### src/rtl/tic_pkg.sv
`default_nettype none

package tic_pkg;

	// Result status codes.
	localparam logic [1:0] STATUS_RECORDED = 2'd0;
	localparam logic [1:0] STATUS_REJECTED = 2'd1;
	localparam logic [1:0] STATUS_OUTSIDE  = 2'd2;

	// Configuration register indexes.
	localparam logic [2:0] CFG_PLAYER_COUNT  = 3'd0;
	localparam logic [2:0] CFG_LOCAL_PLAYER  = 3'd1;
	localparam logic [2:0] CFG_INPUT_DELAY   = 3'd2;
	localparam logic [2:0] CFG_PREDICT_LIMIT = 3'd3;
	localparam logic [2:0] CFG_LOCKSTEP_MODE = 3'd4;

	localparam logic [7:0] PREDICT_LIMIT_RESET = 8'd15;

	typedef struct packed {
		logic        is_local;
		logic [2:0]  sender;
		logic [31:0] report_tick;
		logic [31:0] sim_tick;
	} tic_item_t;

	typedef struct packed {
		logic [1:0]  status;
		logic [31:0] execution_tick;
		logic [31:0] confirmed_tick;
		logic        may_advance;
	} tic_result_t;

endpackage

`default_nettype wire

### src/rtl/tick_input_confirmation_window_core.sv
`default_nettype none

// Channel   Handshake            Payload          Notes
// input     start / busy         item             taken when start=1 and busy=0
// result    done (one cycle)     result           receiver cannot stall
// config    cfg_wen              cfg_idx, cfg_wdata  taken on any edge with cfg_wen=1
//
// A rejected or out-of-window item goes from evaluate straight to the result
// state. A recorded item is merged and then scanned, where every confirmed
// entry costs one read and one check of the mask memory, which has one read
// and one write port. The result strobe rises in the same cycle as busy falls.
// After reset the mask memory is cleared one entry per cycle, which holds
// busy high until every entry is cleared; configuration writes are taken meanwhile.
// Results are shown for one cycle only and are never held back.

module tick_input_confirmation_window_core #(
	parameter int WINDOW_TICKS = 64,
	parameter int MAX_PLAYERS  = 8
) (
	input  wire logic                clk,
	input  wire logic                arst_n,
	input  wire logic                start,
	output logic                     busy,
	input  wire tic_pkg::tic_item_t  item,
	output logic                     done,
	output tic_pkg::tic_result_t     result,
	input  wire logic                cfg_wen,
	input  wire logic [2:0]          cfg_idx,
	input  wire logic [7:0]          cfg_wdata
);

	import tic_pkg::*;

	localparam int AW = $clog2(WINDOW_TICKS);
	localparam int NW = $clog2(MAX_PLAYERS + 1);
	localparam int MW = MAX_PLAYERS;

	// The sequencer walks one item through evaluate and, if it is recorded, merge and the
	// confirmation scan, sharing the mask memory's read and write ports between them.
	typedef enum logic [2:0] {
		ST_CLEAR,
		ST_IDLE,
		ST_EVAL,
		ST_MERGE,
		ST_SCAN_RD,
		ST_SCAN_CHK,
		ST_RESP
	} state_t;

	state_t      state_q;
	logic [31:0] cp_q;
	logic [AW-1:0] head_q;
	logic [AW-1:0] clr_q;
	logic        done_q;

	// Configuration registers.
	logic [3:0] player_count_q;
	logic [2:0] local_id_q;
	logic [7:0] delay_q;
	logic [7:0] limit_q;
	logic       lockstep_q;

	// Per-item working registers.
	logic [31:0] sim_q;
	logic [31:0] exec_q;
	logic        ok_q;
	logic [2:0]  player_q;
	logic [AW-1:0] slot_q;
	logic [1:0]  status_q;
	tic_result_t result_q;

	// Memory port.
	logic          wr_en;
	logic [AW-1:0] wr_addr;
	logic [MW-1:0] wr_data;
	logic          rd_en;
	logic [AW-1:0] rd_addr;
	logic [MW-1:0] rd_data;

	logic          accept;
	logic [NW-1:0] n_act;
	logic [MW-1:0] need;
	logic [MW-1:0] player_bit;
	logic [2:0]    acc_player;
	logic          acc_ok;
	logic [31:0]   tick_gap;
	logic          outside;
	logic [AW:0]   slot_sum;
	logic [AW-1:0] slot;
	logic [AW-1:0] head_next;
	logic          entry_full;
	logic          may;

	assign accept = start && (state_q == ST_IDLE);

	// Player count zero counts as one player; counts above the maximum saturate.
	always_comb begin
		if (player_count_q == 4'd0) begin
			n_act = NW'(1);
		end else if (32'(player_count_q) > MAX_PLAYERS) begin
			n_act = NW'(MAX_PLAYERS);
		end else begin
			n_act = NW'(player_count_q);
		end
	end

	always_comb begin
		for (int i = 0; i < MW; i++) begin
			need[i] = (32'(i) < 32'(n_act));
		end
	end

	// A local report records the local player; a remote one must come from
	// another active player.
	always_comb begin
		if (item.is_local) begin
			acc_player = local_id_q;
			acc_ok     = 32'(local_id_q) < 32'(n_act);
		end else begin
			acc_player = item.sender;
			acc_ok     = (32'(item.sender) < 32'(n_act)) && (item.sender != local_id_q);
		end
	end

	// Distance from the confirmed tick, taken modulo 2^32.
	assign tick_gap = exec_q - cp_q;
	assign outside  = tick_gap >= 32'(WINDOW_TICKS);
	assign slot_sum = {1'b0, head_q} + {1'b0, tick_gap[AW-1:0]};
	assign slot     = (slot_sum >= (AW+1)'(WINDOW_TICKS)) ?
	                  AW'(slot_sum - (AW+1)'(WINDOW_TICKS)) : slot_sum[AW-1:0];
	assign head_next  = (head_q == AW'(WINDOW_TICKS - 1)) ? '0 : head_q + AW'(1);
	assign player_bit = MW'(1) << player_q;
	// Bits of players that are no longer active are ignored here.
	assign entry_full = (rd_data & need) == need;

	// Speculative mode compares against confirmed plus limit without wrapping.
	assign may = lockstep_q ? (sim_q < cp_q) :
	             ({1'b0, sim_q} <= ({1'b0, cp_q} + 33'(limit_q)));

	always_comb begin
		wr_en   = 1'b0;
		wr_addr = head_q;
		wr_data = '0;
		rd_en   = 1'b0;
		rd_addr = head_q;
		case (state_q)
			ST_CLEAR: begin
				wr_en   = 1'b1;
				wr_addr = clr_q;
			end
			ST_EVAL: begin
				rd_en   = 1'b1;
				rd_addr = slot;
			end
			ST_MERGE: begin
				wr_en   = 1'b1;
				wr_addr = slot_q;
				wr_data = rd_data | player_bit;
			end
			ST_SCAN_RD: begin
				rd_en = 1'b1;
			end
			ST_SCAN_CHK: begin
				// A confirmed entry is cleared as the pointer passes it.
				wr_en = entry_full;
			end
			default: begin
			end
		endcase
	end

	tic_mask_ram #(
		.DEPTH(WINDOW_TICKS),
		.WIDTH(MW)
	) u_mask_ram (
		.clk    (clk),
		.wr_en  (wr_en),
		.wr_addr(wr_addr),
		.wr_data(wr_data),
		.rd_en  (rd_en),
		.rd_addr(rd_addr),
		.rd_data(rd_data)
	);

	always_ff @(posedge clk or negedge arst_n) begin
		if (!arst_n) begin
			state_q        <= ST_CLEAR;
			cp_q           <= '0;
			head_q         <= '0;
			clr_q          <= '0;
			done_q         <= 1'b0;
			player_count_q <= 4'd1;
			local_id_q     <= 3'd0;
			delay_q        <= 8'd0;
			limit_q        <= PREDICT_LIMIT_RESET;
			lockstep_q     <= 1'b0;
		end else begin
			done_q <= 1'b0;
			if (cfg_wen) begin
				case (cfg_idx)
					CFG_PLAYER_COUNT:  player_count_q <= cfg_wdata[3:0];
					CFG_LOCAL_PLAYER:  local_id_q     <= cfg_wdata[2:0];
					CFG_INPUT_DELAY:   delay_q        <= cfg_wdata;
					CFG_PREDICT_LIMIT: limit_q        <= cfg_wdata;
					CFG_LOCKSTEP_MODE: lockstep_q     <= cfg_wdata[0];
					default: begin
					end
				endcase
			end
			case (state_q)
				ST_CLEAR: begin
					clr_q <= (clr_q == AW'(WINDOW_TICKS - 1)) ? '0 : clr_q + AW'(1);
					if (clr_q == AW'(WINDOW_TICKS - 1)) begin
						state_q <= ST_IDLE;
					end
				end
				ST_IDLE: begin
					if (start) begin
						state_q <= ST_EVAL;
					end
				end
				ST_EVAL: begin
					if (!ok_q || outside) begin
						state_q <= ST_RESP;
					end else begin
						state_q <= ST_MERGE;
					end
				end
				ST_MERGE: begin
					state_q <= ST_SCAN_RD;
				end
				ST_SCAN_RD: begin
					state_q <= ST_SCAN_CHK;
				end
				ST_SCAN_CHK: begin
					if (entry_full) begin
						head_q  <= head_next;
						cp_q    <= cp_q + 32'd1;
						state_q <= ST_SCAN_RD;
					end else begin
						state_q <= ST_RESP;
					end
				end
				ST_RESP: begin
					done_q  <= 1'b1;
					state_q <= ST_IDLE;
				end
				default: begin
					state_q <= ST_IDLE;
				end
			endcase
		end
	end

	// Item payload and result registers carry no reset.
	always_ff @(posedge clk) begin
		if (accept) begin
			sim_q    <= item.sim_tick;
			player_q <= acc_player;
			ok_q     <= acc_ok;
			exec_q   <= acc_ok && item.is_local ?
			            item.report_tick + 32'(delay_q) : item.report_tick;
		end
		if (state_q == ST_EVAL) begin
			slot_q <= slot;
			if (!ok_q) begin
				status_q <= STATUS_REJECTED;
			end else if (outside) begin
				status_q <= STATUS_OUTSIDE;
			end else begin
				status_q <= STATUS_RECORDED;
			end
		end
		if (state_q == ST_RESP) begin
			result_q.status         <= status_q;
			result_q.execution_tick <= exec_q;
			result_q.confirmed_tick <= cp_q;
			result_q.may_advance    <= may;
		end
	end

	assign busy   = (state_q != ST_IDLE);
	assign done   = done_q;
	assign result = result_q;

endmodule

`default_nettype wire

### src/rtl/tic_mask_ram.sv
`default_nettype none

module tic_mask_ram #(
	parameter int DEPTH = 64,
	parameter int WIDTH = 8
) (
	input  wire logic                     clk,
	input  wire logic                     wr_en,
	input  wire logic [$clog2(DEPTH)-1:0] wr_addr,
	input  wire logic [WIDTH-1:0]         wr_data,
	input  wire logic                     rd_en,
	input  wire logic [$clog2(DEPTH)-1:0] rd_addr,
	output logic      [WIDTH-1:0]         rd_data
);

	logic [WIDTH-1:0] mem [DEPTH];

	always_ff @(posedge clk) begin
		if (wr_en) begin
			mem[wr_addr] <= wr_data;
		end
	end

	// Registered read; a write in the previous cycle is seen.
	always_ff @(posedge clk) begin
		if (rd_en) begin
			rd_data <= mem[rd_addr];
		end
	end

endmodule

`default_nettype wire

### config.mk
export PLATFORM = sky130hd
export DESIGN_NAME = tick_input_confirmation_window_core
export DESIGN_NICKNAME = d
export VERILOG_FILES = /design/src/rtl/tic_pkg.sv /design/src/rtl/tick_input_confirmation_window_core.sv /design/src/rtl/tic_mask_ram.sv
export SDC_FILE = /design/constraint.sdc
export NUM_CORES = 1
export LEC_CHECK = 0
export ABC_CLOCK_PERIOD_IN_PS = 6170
export BUFFER_PORTS_ARGS = -buffer_cell sky130_fd_sc_hd__buf_4
export CAP_MARGIN = 20
export CORE_MARGIN = 8
export CORE_UTILIZATION = 41
export DETAILED_ROUTE_END_ITERATION = 8
export GPL_ROUTABILITY_DRIVEN = 0
export MAX_ROUTING_LAYER = met4
export SLEW_MARGIN = 20
export SYNTH_ARGS = -nofsm -noshare
export SYNTH_HDL_FRONTEND = slang
export SYNTH_SLANG_ARGS = --single-unit
### constraint.sdc
create_clock -name clk -period 6.17 [get_ports clk]
set_input_delay 0.9255 -clock clk [delete_from_list [all_inputs] [get_ports clk]]
set_output_delay 0.9255 -clock clk [all_outputs]
set_load 0.005 [all_outputs]
==> results.txt, run 1 <==
----------------------------------------------------
[Worst setup path]
  List of cells traversed by the critical path ... ha_1 > fa_1 > a21o_1 > a21oi_1 > o21bai_1 > a21oi_1 > o211ai_1 > nor2b_1 > and3_1 > nand2_1 > xnor2_1 > ha_1 > a21o_1 > a21o_1 > a21o_1 > a21o_1 > a21oi_1 > o21ai_0 > a2111oi_0 > a211oi_1 > a211oi_1
  Crit path buf inv count ... 0
  Critical path's most frequent cell ... sky130_fd_sc_hd__a21o_1
  Data required time at the worst endpoint ... between 6000 and 7000 ps
  Critical path class ... reg -> reg
  Cell family contributing the most delay on the critical path ... compound AO/OA/AOI/OAI gates
  Slowest library cell on the worst path ... sky130_fd_sc_hd__dfrtp_1
  Worst Path Arrival ... 5600 ps
  Longest individual stage delay on the worst path ... approximately 480 ps
  Kind of start point of the critical path ... register
  Maximum net fanout on the critical path ... 9
  Kind of end point of the critical path ... register

[CTS]
  Hold-fix buffer count after cts ... 0
  Clock tree from TritonCTS ... yes
  Count of instances resized after the clock tree is built ... 0
  Buffer depth of the longest clock path ... 3
  Clock tree sinks ... 735
  Total clock buffers created by CTS ... 80
  Buffers inserted by post-CTS timing repair ... 0
  Clock latency reported for the late side of the worst-skew pair ... around 650 ps
  Post-CTS clock slew at the launch and capture registers of the worst setup and hold paths ... 60 ps
  Clock root buffer ... sky130_fd_sc_hd__clkbuf_16
  Number of H-tree branching levels ... 3

[STA]
  Summed negative setup slack over all endpoints ... 0 ps
  Clock period minus worst slack ... ~5200 ps
  Setup violators final ... 0
  Highest achievable clock rate ... about 0.19 GHz
  Worst-case setup margin in the final layout ... 1020 ps
  Setup repair after global routing missed its margin ... no
  Remaining max-slew budget at the tightest pin ... 28.9%
  Period utilisation layout ... 83.5%
  Max Clock Skew ... 67.4 ps
  Slew Viols, Final ... 0
  Final hold violations ... 0
  Transition at the pin with the smallest max-transition slack ... 1050 ps

[Routing]
  Drt first pass iters ... 5
  Number of remaining DRC errors ... 0
  Iteration-0 DRC Markers ... 1424
  Via count normalized by instance count ... between 5 and 6
  Routed vias ... 19214
  Final ANT Viol Nets ... 0
  Routed length per placed instance ... 23.1 um
  Final WL ... 80.0 mm

[Hold path]
  Path type of the worst min-delay path ... reg -> reg

[Power]
  Maximum vdd ir drop ... 305 uV
  PwrDens ... between 400 and 500 nW/um^2
  Fraction of power spent switching nets ... 31.4%
  Clk network pwr share ... slightly above 30%
  Net switching component of the power ... 0.00495 W
  Cell internal pwr ... ~0.011 W
  Sequential group share of total power ... about two fifths
  Part of the power in combinational logic ... 29.1%
  Leakage ... 13.6 nW

[Die]
  Effective utilization at floorplan ... 41.4%
  Die width ... 301 um
  Number of cell rows ... about 100
  Die boundary height ... 301 um
  DIE AREA ... 90900 um^2
  Number of top-level pins ... approximately 150
  Placeable core area ... 80700 um^2

[Place]
  Detailed placement HPWL ... 55.0 mm
  Pre-CTS setup slack ... 1110 ps
  IO Port Bufs ... 151
  Post-detailed-placement cell area ... 35800 um^2

[Finish]
  Antenna cells ... 0
  Filler cell count ... 6863
  Final-stage net count ... 2554
  Ratio of cells with drive above 1 in the final layout ... approximately a fifth
  Growth of design area from synthesis to finish ... 15.3%
  Post-layout instance area ... 38500 um^2

[Synth]
  Count of flip-flops with a built-in enable after synthesis ... approximately 660
  Number of warnings reported in the yosys synthesis log ... 0
  Syn nets ... between 2000 and 2500
  Sequential cell area fraction in the yosys report ... 65.0%
  Largest area contributor in the synthesized netlist ... sky130_fd_sc_hd__edfxtp_1
  Top FF cell, synth ... sky130_fd_sc_hd__edfxtp_1
  Cells after Synth ... 2160
  Mean instance size in the synthesized netlist ... 15.5 um^2
  Distinct cells, synth ... 80
  Main area contributors after synthesis ... sky130_fd_sc_hd__edfxtp_1 60%, sky130_fd_sc_hd__mux4_2 8.2%, sky130_fd_sc_hd__dfrtp_1 5.0%
  Area share of the leading cell type in the synthesized netlist ... 59.6%
  Top cells by instance count after synthesis ... 663 x sky130_fd_sc_hd__edfxtp_1, 139 x sky130_fd_sc_hd__nor2_1, 125 x sky130_fd_sc_hd__nand2_1
  Post-synth ARST share ... 9.80%
  Number of flip-flops and latches in the synthesized netlist ... 735
  Syn Std Cell Area ... 33400 um^2
  Most numerous cell in the Yosys netlist ... sky130_fd_sc_hd__edfxtp_1

[Status]
  Status ... complete, no violations

[Global routing]
  Number of antenna violations at the first check in global routing ... 0
  Maximum number of pins on one net before global-route repair ... 73
  GR Util All Layers ... 17.9%
  Wire length of the first global-routing pass ... 122 mm
  Sum of overflow across all layers after global routing ... 0
  Via count of the first global-routing pass ... 19613

[Job]
  Maxcap violations ... 0

----------------------------------------------------
final timing paths:
path,from,end,slack [ps],cells after the start
max in group asynchronous,arst_n,cp_q[17],5070,1
setup reg to reg,cp_q[0],result[0],1020,21
min in group asynchronous,arst_n,cp_q[2],450,1
hold reg to reg,status_q[0],result[65],430,0
hold / removal,status_q[0],result[65],430,0
setup / recovery,cp_q[0],result[0],1020,21
routing by layer:
layer / GRT usage [%] / share of wire (%) / vias to the layer above
li1: - / - / 8823
met1: 22.6 / 42 / 9678
met2: 29.9 / 50 / 584
met3: 2.95 / 5.8 / 129
met4: 4.74 / 2.4 / 0
met5: - / 0 / -
through the flow:
step	instances	util (%)	hold WS (ps)	power, W
6_report	3469	47.8	427	0.0157
5_1_grt	3469	47.8	434	0.0165
4_1_cts	3469	47.7	428	0.0159
3_5_place_dp	3323	44.4	417	0.0111
3_3_place_gp	3323	44.4	414	0.0110
2_1_floorplan	2160	-	400	0.00961
cell usage in the layout (no fill, tap or decap), drive strengths merged, types with 33 or more instances in the layout:
| cell | count |
|---|---|
| edfxtp | 663 |
| buf | 178 |
| nor2 | 139 |
| mux4 | 128 |
| nand2 | 126 |
| ha | 122 |
| a21oi | 102 |
| clkbuf | 101 |
| xnor2 | 95 |
| inv | 71 |
| dfrtp | 67 |
| o21ai | 58 |
| mux2i | 56 |
| a211oi | 51 |
| a21o | 42 |
| nor2b | 40 |
| nand3 | 37 |
| clkinv | 33 |
registers in the layout (all words and copies together) (netlist names), 6 cells and up:
signal	flops
clr_q	6
cp_q	32
delay_q	8
exec_q	32
head_q	6
limit_q	8
result	67
sim_q	32
slot_q	6
u_mask_ram.mem	512
u_mask_ram.rd_data	8
power by group through the flow:
stage	Combinational, W	Clock [W]	Sequential, W
after global placement	0.00456	0	0.00646
after detailed placement	0.00463	0	0.00647
after floorplan	0.00326	0	0.00635
after global routing	0.00498	0.00509	0.00641
final	0.00458	0.00479	0.00637
after CTS	0.00466	0.00490	0.00637
layout make-up:
cell class,count,area (um^2),share of cell area (%)
Sequential cell,735,21700,56.4
Clock buffer,101,2090,5.43
Inverter,69,259,0.672
Clock inverter,45,583,1.51
Timing Repair Buffer,178,1370,3.57
Multi-Input combinational cell,1281,11200,29.0
Tap cell,1060,1330,3.44
kinds of logic after synthesis:
logic type	synth area share, %
flops	65.0
compound gates	6.92
simple gates	6.88
xor+xnor	3.04
fa+ha+maj	4.81
mux	11.3
buf+inv	2.02
(Power assumes the default switching activity.)
==> inputs of run 2 (changes only) <==
--- a/config.mk
+++ b/config.mk
@@ -5,7 +5,7 @@
 export SDC_FILE = /design/constraint.sdc
 export NUM_CORES = 1
 export LEC_CHECK = 0
-export ABC_CLOCK_PERIOD_IN_PS = 6170
+export ABC_CLOCK_PERIOD_IN_PS = 5000
 export BUFFER_PORTS_ARGS = -buffer_cell sky130_fd_sc_hd__buf_4
 export CAP_MARGIN = 20
 export CORE_MARGIN = 8
==> constraint.sdc (replaced) <==
create_clock -name clk -period 5 [get_ports clk]
set_input_delay 0.75 -clock clk [delete_from_list [all_inputs] [get_ports clk]]
set_output_delay 0.75 -clock clk [all_outputs]
set_load 0.005 [all_outputs]
==> results.txt, run 2 (synthesis results as in run 1) <==
----------------------------------------------------
[Die]
  Die width ... 301 um
  Number of top-level pins ... 152
  Placeable core area ... 80700 um^2
  Die boundary height ... 301 um
  Number of cell rows ... 104
  Effective utilization at floorplan ... 41.4%
  DIE AREA ... 90900 um^2

[STA]
  Slew Viols, Final ... 0
  Max Clock Skew ... roughly 60 ps
  Highest achievable clock rate ... 0.214 GHz
  Summed negative setup slack over all endpoints ... 0 ps
  Period utilisation layout ... between 90% and 100%
  Remaining max-slew budget at the tightest pin ... 28.4%
  Clock period minus worst slack ... approximately 4700 ps
  Final hold violations ... 0
  Worst-case setup margin in the final layout ... ~320 ps
  Setup violators final ... 0
  Setup repair after global routing missed its margin ... no
  Transition at the pin with the smallest max-transition slack ... 1070 ps

[Finish]
  Post-layout instance area ... 38800 um^2
  Ratio of cells with drive above 1 in the final layout ... 20.3%
  Antenna cells ... 0
  Largest reg by FF count ... u_mask_ram.mem
  Non-filler instance count after layout ... 3481
  Flip-flop count of the largest register after layout ... between 500 and 600
  Final-stage net count ... 2568
  Most common cell after layout, fill and taps aside ... sky130_fd_sc_hd__edfxtp_1
  Core occupancy in the finished layout ... 48.1%
  Commonest non-fill, non-tap cells in the layout ... 663 x sky130_fd_sc_hd__edfxtp_1, 182 x sky130_fd_sc_hd__buf_4, 129 x sky130_fd_sc_hd__nor2_1, 125 x sky130_fd_sc_hd__nand2_1
  Growth of design area from synthesis to finish ... 16.0%

[CTS]
  Clock tree from TritonCTS ... yes
  Buffer depth of the longest clock path ... 3
  Total clock buffers created by CTS ... 80
  Clock tree sinks ... between 700 and 800
  Clock root buffer ... sky130_fd_sc_hd__clkbuf_16
  Clock latency reported for the late side of the worst-skew pair ... 650 ps
  Number of H-tree branching levels ... 3
  Post-CTS clock slew at the launch and capture registers of the worst setup and hold paths ... 60 ps

[Worst setup path]
  Longest individual stage delay on the worst path ... approximately 440 ps
  Data required time at the worst endpoint ... approximately 5400 ps
  Kind of end point of the critical path ... register
  Critical path class ... reg -> reg
  Kind of start point of the critical path ... register
  Maximum net fanout on the critical path ... 4
  List of cells traversed by the critical path ... ha_1 > fa_1 > a21o_1 > a21oi_1 > o21bai_1 > a21oi_1 > o211ai_1 > nor2b_1 > xnor2_1 > ha_1 > a21o_1 > a21o_1 > a21o_1 > a21o_1 > a211oi_1 > o21ai_0 > a2111oi_1 > a211oi_1 > a211oi_1
  Cell family contributing the most delay on the critical path ... compound AO/OA/AOI/OAI gates
  Critical path's most frequent cell ... sky130_fd_sc_hd__a21o_1
  Crit path buf inv count ... 0
  Worst Path Arrival ... slightly above 5000 ps
  Slowest library cell on the worst path ... sky130_fd_sc_hd__a2111oi_1

[Global routing]
  Via count of the first global-routing pass ... about 20000
  Wire length of the first global-routing pass ... 125 mm
  Number of antenna violations at the first check in global routing ... 0
  GR Util All Layers ... 18.5%
  Sum of overflow across all layers after global routing ... 0
  Maximum number of pins on one net before global-route repair ... 65

[Power]
  Part of the power in combinational logic ... around 29%
  Clk network pwr share ... 30.8%
  Net switching component of the power ... ~0.0061 W
  Cell internal pwr ... between 0.01 and 0.015 W
  Sequential group share of total power ... 39.9%
  Maximum vdd ir drop ... about 370 uV
  Leakage ... 13.7 nW
  Fraction of power spent switching nets ... 31.1%
  PwrDens ... 507 nW/um^2

[Routing]
  Drt first pass iters ... 5
  Final ANT Viol Nets ... 0
  Routed vias ... 19388
  Final WL ... 82.1 mm
  Number of remaining DRC errors ... 0
  Via count normalized by instance count ... about 5.6
  Routed length per placed instance ... 23.6 um
  Iteration-0 DRC Markers ... 1419

[Place]
  Detailed placement HPWL ... 56.8 mm
  Placed Cells ... 3334
  Post-detailed-placement cell area ... 36000 um^2
  IO Port Bufs ... between 150 and 200
  Pre-CTS setup slack ... around 330 ps

[Job]
  Maxcap violations ... 0

[Status]
  Status ... complete, no violations

[Hold path]
  Path type of the worst min-delay path ... in -> reg

----------------------------------------------------
-- run 2: worst register-to-register path, cell delays in order (launching register included) --
cell,delay [ps]
sky130_fd_sc_hd__dfrtp_1,390
sky130_fd_sc_hd__ha_1,230
sky130_fd_sc_hd__fa_1,410
sky130_fd_sc_hd__a21o_1,170
sky130_fd_sc_hd__a21oi_1,210
sky130_fd_sc_hd__o21bai_1,90
sky130_fd_sc_hd__a21oi_1,230
sky130_fd_sc_hd__o211ai_1,180
sky130_fd_sc_hd__nor2b_1,240
sky130_fd_sc_hd__xnor2_1,150
sky130_fd_sc_hd__ha_1,300
sky130_fd_sc_hd__a21o_1,190
sky130_fd_sc_hd__a21o_1,170
sky130_fd_sc_hd__a21o_1,170
sky130_fd_sc_hd__a21o_1,180
sky130_fd_sc_hd__a211oi_1,210
sky130_fd_sc_hd__o21ai_0,170
sky130_fd_sc_hd__a2111oi_1,440
sky130_fd_sc_hd__a211oi_1,100
sky130_fd_sc_hd__a211oi_1,270
-- run 2: metal layers --
metal | up-vias | GRT usage [%] | routed length [um]
met5 | - | - | 0
li1 | 8841 | - | -
met3 | 139 | 2.62 | 4320
met1 | 9829 | 23.2 | 34400
met4 | 0 | 5.37 | 2050
met2 | 579 | 31.2 | 41300
-- run 2: repair_timing --
item,in CTS,in global routing
buffers inserted,0,0
hold endpoints to repair,13,0
gates resized for setup,0,1
hold buffers,1,0
setup endpoints to repair,0,1
-- run 2: final cells by class --
cell class                 instances  area (um^2)
multi-input combinational       1281        11200
inverter                          69          259
clock inverter                    46          672
sequential                       735        21700
clock buffer                      98         2070
fill                            6889        41900
timing repair buffer             192         1560
tap                             1060         1330
-- run 2: power groups by stage --
| stage | Combinational [W] | Clock, W | Sequential (W) |
|---|---|---|---|
| 2_1_floorplan | 0.00403 | 0 | 0.00783 |
| 3_3_place_gp | 0.00573 | 0 | 0.00796 |
| 3_5_place_dp | 0.00581 | 0 | 0.00797 |
| 4_1_cts | 0.00584 | 0.00620 | 0.00785 |
| 5_1_grt | 0.00626 | 0.00644 | 0.00789 |
| 6_report | 0.00576 | 0.00606 | 0.00785 |
-- run 2: per-stage QoR --
stage          total power (W)  hold WS, ps
2_1_floorplan           0.0119          400
3_3_place_gp            0.0137          413
3_5_place_dp            0.0138          413
4_1_cts                 0.0199          247
5_1_grt                 0.0206          261
6_report                0.0197          290
-- run 2: worst paths after layout --
check,startpoint,endpoint,slack (ps),cells past startpoint
worst max-delay path,cp_q[0],result[0],320,19
worst min-delay path,item[0],sim_q[0],290,1
worst max register to register,cp_q[0],result[0],320,19
worst min register to register,status_q[0],result[65],430,0
max in group asynchronous,arst_n,cp_q[21],3380,3
min in group asynchronous,arst_n,limit_q[5],510,2
